<file path="config.mk">
export PLATFORM = sky130hd
export DESIGN_NAME = dtsi_pad_stage
export DESIGN_NICKNAME = d
export VERILOG_FILES = /design/src/rtl/core/dtsi_pkg.sv /design/src/rtl/core/dtsi_pad_stage.sv
export SDC_FILE = /design/constraint.sdc
export NUM_CORES = 1
export LEC_CHECK = 0
export ABC_AREA = 1
export ABC_CLOCK_PERIOD_IN_PS = 9900
export BUFFER_PORTS_ARGS = -buffer_cell sky130_fd_sc_hd__buf_2
export CAP_MARGIN = 20
export CORE_UTILIZATION = 35
export CTS_CLUSTER_SIZE = 16
export DETAILED_ROUTE_END_ITERATION = 12
export GPL_TIMING_DRIVEN = 0
export MAX_ROUTING_LAYER = met4
export PLACE_DENSITY = 0.52
export SLEW_MARGIN = 5
export SYNTH_ARGS = -nofsm -noshare
export SYNTH_HDL_FRONTEND = slang
export SYNTH_SLANG_ARGS = --single-unit
</file>
<file path="constraint.sdc">
create_clock -name clk_i -period 9.9 [get_ports clk_i]
set_input_delay 1.98 -clock clk_i [delete_from_list [all_inputs] [get_ports clk_i]]
set_output_delay 1.98 -clock clk_i [all_outputs]
set_load 0.005 [all_outputs]
</file>
<file path="src/rtl/core/dtsi_pkg.sv">
`timescale 1ns / 1ps
// ----------------------------------------------------------------------------
// dtsi_pkg
// Shared types and constants for the decimal text to scaled integer parser.
// ----------------------------------------------------------------------------
package dtsi_pkg;

  // Datapath widths
  localparam int unsigned ACC_W  = 60;  // magnitude, holds up to 18 digits
  localparam int unsigned VAL_W  = 61;  // signed scaled result
  localparam int unsigned CNT_W  = 5;   // digit counters and config fields
  localparam int unsigned CHAR_W = 8;

  // Digit counters stop here
  localparam logic [CNT_W-1:0] COUNT_SAT = 5'd19;

  // Largest power of ten applied by one padding stage
  localparam int unsigned PAD_STEP_MAX = 3;

  // Character codes
  localparam logic [CHAR_W-1:0] CH_MINUS = 8'h2D;
  localparam logic [CHAR_W-1:0] CH_POINT = 8'h2E;
  localparam logic [CHAR_W-1:0] CH_ZERO  = 8'h30;
  localparam logic [CHAR_W-1:0] CH_NINE  = 8'h39;

  // Configuration register indexes
  localparam logic REG_TOTAL_DIGITS    = 1'b0;
  localparam logic REG_FRACTION_DIGITS = 1'b1;

  // A finished text on its way through the padding pipeline
  typedef struct packed {
    logic [ACC_W-1:0] mag;  // accumulated digits
    logic [CNT_W-1:0] pad;  // powers of ten still to apply
    logic             neg;  // minus sign seen
    logic             ok;   // text passed all checks
  } fin_t;

endpackage

</file>
<file path="src/rtl/core/dtsi_pad_stage.sv">
`timescale 1ns / 1ps
// ----------------------------------------------------------------------------
// dtsi_pad_stage
// One padding stage: multiplies the magnitude by up to 10^3 and lowers the
// remaining pad count; one register slot with a valid/ready handshake.
// ----------------------------------------------------------------------------
module dtsi_pad_stage
  import dtsi_pkg::*;
(
  input  logic clk_i,
  input  logic rst_ni,
  input  logic in_valid_i,
  output logic in_ready_o,
  input  fin_t in_data_i,
  output logic out_valid_o,
  input  logic out_ready_i,
  output fin_t out_data_o
);

  logic       valid_q;
  fin_t       data_q;
  fin_t       data_d;
  logic [1:0] step;

  // Number of decades applied here
  assign step = (in_data_i.pad > CNT_W'(PAD_STEP_MAX)) ? 2'(PAD_STEP_MAX)
                                                        : in_data_i.pad[1:0];

  always_comb begin
    data_d     = in_data_i;
    data_d.pad = in_data_i.pad - CNT_W'(step);
    unique case (step)
      2'd0: data_d.mag = in_data_i.mag;
      2'd1: data_d.mag = ACC_W'(in_data_i.mag * ACC_W'(10));
      2'd2: data_d.mag = ACC_W'(in_data_i.mag * ACC_W'(100));
      2'd3: data_d.mag = ACC_W'(in_data_i.mag * ACC_W'(1000));
      default: data_d.mag = in_data_i.mag;
    endcase
  end

  assign in_ready_o = !valid_q || out_ready_i;

  // Slot valid
  always_ff @(posedge clk_i or negedge rst_ni) begin
    if (!rst_ni) begin
      valid_q <= 1'b0;
    end else if (in_ready_o) begin
      valid_q <= in_valid_i;
    end
  end

  // Slot payload
  always_ff @(posedge clk_i) begin
    if (in_ready_o && in_valid_i) begin
      data_q <= data_d;
    end
  end

  assign out_valid_o = valid_q;
  assign out_data_o  = data_q;

endmodule

</file>
==> out/results.ini <==
[outcome]
outcome = finished, violations left
violations = design-rule violations

[pwr]
p_leak_nw = 17.1
p_switching_mw = 5.58
pwr-share-clk_pct = 4.6
p_per_area_mw_per_mm2 = 288
p_int_mw = 2.94
total_power_mw = 8.53
worst_ir_drop_vdd_mv = 0.140
comb_power_share_pct = 88.4
p_seq_share_pct = 7.0
p_sw_share_pct = 65.5

[critical_path]
r2r-end = out_data_o[52]$_DFFE_PP_
cpPeakStageDelay_ns = 0.56
crit_path_start_kind = input pin
worstPathRequired_ns = 10.03
cp_slowest_cell = fa_1
critical_path_class = in -> reg
rr_worst_depth = 2
end_kind = flop
critPathArrivalTime_ns = 6.99
r2r-start = out_valid_o$_DFFE_PN0N_
reg2reg_slack_ns = 8.17
worstPathMaxFanout = 6
cp_cell_sequence = buf_2, inv_1, fa_1, fa_1, inv_1, fa_1, inv_1, fa_1, inv_1, ha_1, nand2_1, inv_1, nand2_1, nor3_1, nand2_1, nor2_1, nand2_1, nand3_1, nand2_1, nand3_1, nand4_1

[synth]
synth-compound-area-share_pct = 6.05
yosys.area_share.adder_pct = 34.0
synth-xor-area-share_pct = 0.546
syn_area_sq_mm = 0.0273
synth_top_family_by_area = simple AND/OR/NAND/NOR gates
yosys.area_share.simple_pct = 34.7
synth_fp_nets = 5045
syn_avg_cell_area_sq_um = 6.22
ys_warn_count = 0
ys.flop_type = edfxtp_1
synthCells = 4387
ys_seq_area_share_pct = 7.47
ys_async_sr_fraction_pct = 1.47
synth_edf_count = 67
synthMuxAreaShare_pct = 0
yosysUniqueCellTypes = 49
synth_seq_cells = 68

[grt]
grt_pass1_wl_um = 167000
grt_use_total_pct = 30.1
antenna_found_initial = 1
grt_start_max_net_pins = 25
grt_overflow_total = 0
grt_pass1_vias = 25800

[clocking]
cts_sinks = 68
ctsRootBufferMaster = clkbuf_16
htreeDepth = 3
cts_setup_buffers = 0
cts_hold_buf = 0
ctsLongestPathBuffers = 2
cts_buffers = 9
cts_resized = 0
cts_tree = yes
clkTransAtPathRegs_ns = 0.07
clkLatencyLatePin_ns = 0.42

[job]
drv_cap = 0

[worst_hold_path]
holdPathStages = 2
min_from = out_valid_o$_DFFE_PN0N_
holdPathEnd = out_valid_o$_DFFE_PN0N_
min_path_type = reg -> reg

[placed_design]
dp_hpwl_um = 103000
dp.cells = 5568
place_congestion = 1.03
port_buffers = 139

[floorplanning]
start_util_pct = 35.3
num_rows = 102
die_w_um = 281
core_area_sq_mm = 0.0773
die_area_sq_mm = 0.0791
dieHeight_um = 281
ios = 140

[layout]
nNetsFinal = 5197
layout_common_cells = nand2_1, inv_1, ha_1, fa_1, nand3_1
layout.cells.non_filler = 5585
area_delta_synth_final_pct = 8.71
fillers = 8822
layout-drive-gt1-share_pct = 7.81
final_common_cell = nand2_1

[timing]
fin_hold_ws_ns = 0.582
setup_violations = 0
skew_ns = 0.0140
fmax_mhz = 146
rsz0062_at_grt = false
tns_ns = 0
hold_viol = 0
relSlewSlack_pct = 27.0
worst_pin_slew_ns = 1.09
timing.final.crit_share_pct = 69.3
slew_viol_final = 0
period_needed_ns = 6.86

[route]
route.detailed.drc = 1
drt_iter0_markers = 2555
routed_wl_um = 114000
dr_total_vias = 27500
dr.pass1.iters = 12
wl_per_cell_um = 20.5
viasPerCell = 4.93
final_antenna_net_count = 0

==> how the worst max path moves through the flow <==
stage	from	end	depth (start not counted)
CTS	in_data_i[12]	out_data_o[31]$_DFFE_PP_	16
global route	in_data_i[18]	out_data_o[63]$_DFFE_PP_	19
detailed placement	in_data_i[12]	out_data_o[31]$_DFFE_PP_	16
finish	in_data_i[51]	out_data_o[61]$_DFFE_PP_	21
global placement	in_valid_i	out_data_o[49]$_DFFE_PP_	3
floorplan	in_valid_i	out_data_o[0]$_DFFE_PP_	2
==> logic make-up (layout without fill, tap and decap cells) <==
logic type      Yosys count  after routing
fa+ha+maj               587            587
xor+xnor                 17             17
buf+inv                1247           1404
simple gates           2175           2175
flops                    68             68
compound gates          293            293
other cells               0              1
==> per-stage QoR <==
stage               worst slack, ns  util, %  instance area, sq um
floorplan                      4.11        -                 27300
global placement               1.70     37.9                 29300
detailed placement             2.69     37.9                 29300
CTS                            3.10     38.3                 29600
global route                   2.82     38.3                 29700
finish                         3.04     38.3                 29700
==> synth_stat cells (2+ instances only) <==
master,instances,area share [%]
nand2_1,1385,19
inv_1,1197,16
ha_1,331,15
fa_1,256,19
nand3_1,247,4.5
nor2_1,217,3.0
a21oi_1,160,2.9
nand4_1,98,2.2
edfxtp_1,67,7.4
nor2_2,64,1.5
o21ai_0,62,1.1
o21bai_1,29,0.80
nand2_2,28,0.64
inv_2,25,0.34
nand3b_1,24,0.66
nor3_1,23,0.42
buf_2,18,0.33
nor3_2,18,0.66
or2_2,15,0.34
and2_1,14,0.32
nor2_4,12,0.50
a21boi_0,10,0.28
nand3_2,10,0.37
xnor2_1,9,0.29
o2111ai_1,8,0.26
or2_1,8,0.18
xor2_1,8,0.26
o21ai_1,7,0.13
clkbuf_1,5,0.069
a22oi_1,4,0.11
or2_0,4,0.092
and3_1,3,0.069
a21o_1,2,0.055
a21oi_2,2,0.064
nand3b_2,2,0.083
nor4_1,2,0.046
==> layout make-up <==
cell class / count / area (sq um) / share of cell area (%)
multi-input cells: 3072 / 20500 / 69.3
inverters: 1223 / 4590 / 15.5
flip-flops and latches: 68 / 2040 / 6.87
well taps: 1040 / 1300 / 4.39
repair buffers: 141 / 736 / 2.48
clock buffers: 9 / 225 / 0.760
plain buffers: 24 / 116 / 0.392
clock inverters: 7 / 98.8 / 0.333
diodes: 1 / 2.50 / 0.00844
==> per-layer routing <==
layer	share of wire, %	global-route usage, %	up-vias
met5	0	-	-
met1	45	39.6	12900
met2	45	47.7	932
met3	7.2	4.46	131
met4	3.0	8.38	0
li1	-	-	13600
==> flip-flops by register name, indices dropped and copies added, names as in the netlist <==
| signal | flops |
|---|---|
| out_data_o | 67 |
| out_valid_o | 1 |
==> critical path: cells and delay by family <==
family                     cells  cell delay (ns)
adders and majority gates      5             2.52
buffers and inverters          6             0.83
and+or+nand+nor               10             1.64
==> power by group through the flow <==
| stage | Sequential (mW) | Combinational, mW | Clock (mW) |
|---|---|---|---|
| 2_1_floorplan | 0.613 | 4.42 | 0 |
| 3_3_place_gp | 0.606 | 7.43 | 0 |
| 3_5_place_dp | 0.599 | 7.43 | 0 |
| 4_1_cts | 0.599 | 7.48 | 0.398 |
| 5_1_grt | 0.610 | 8.20 | 0.404 |
| 6_report | 0.598 | 7.54 | 0.390 |
(Power assumes the default switching activity.)
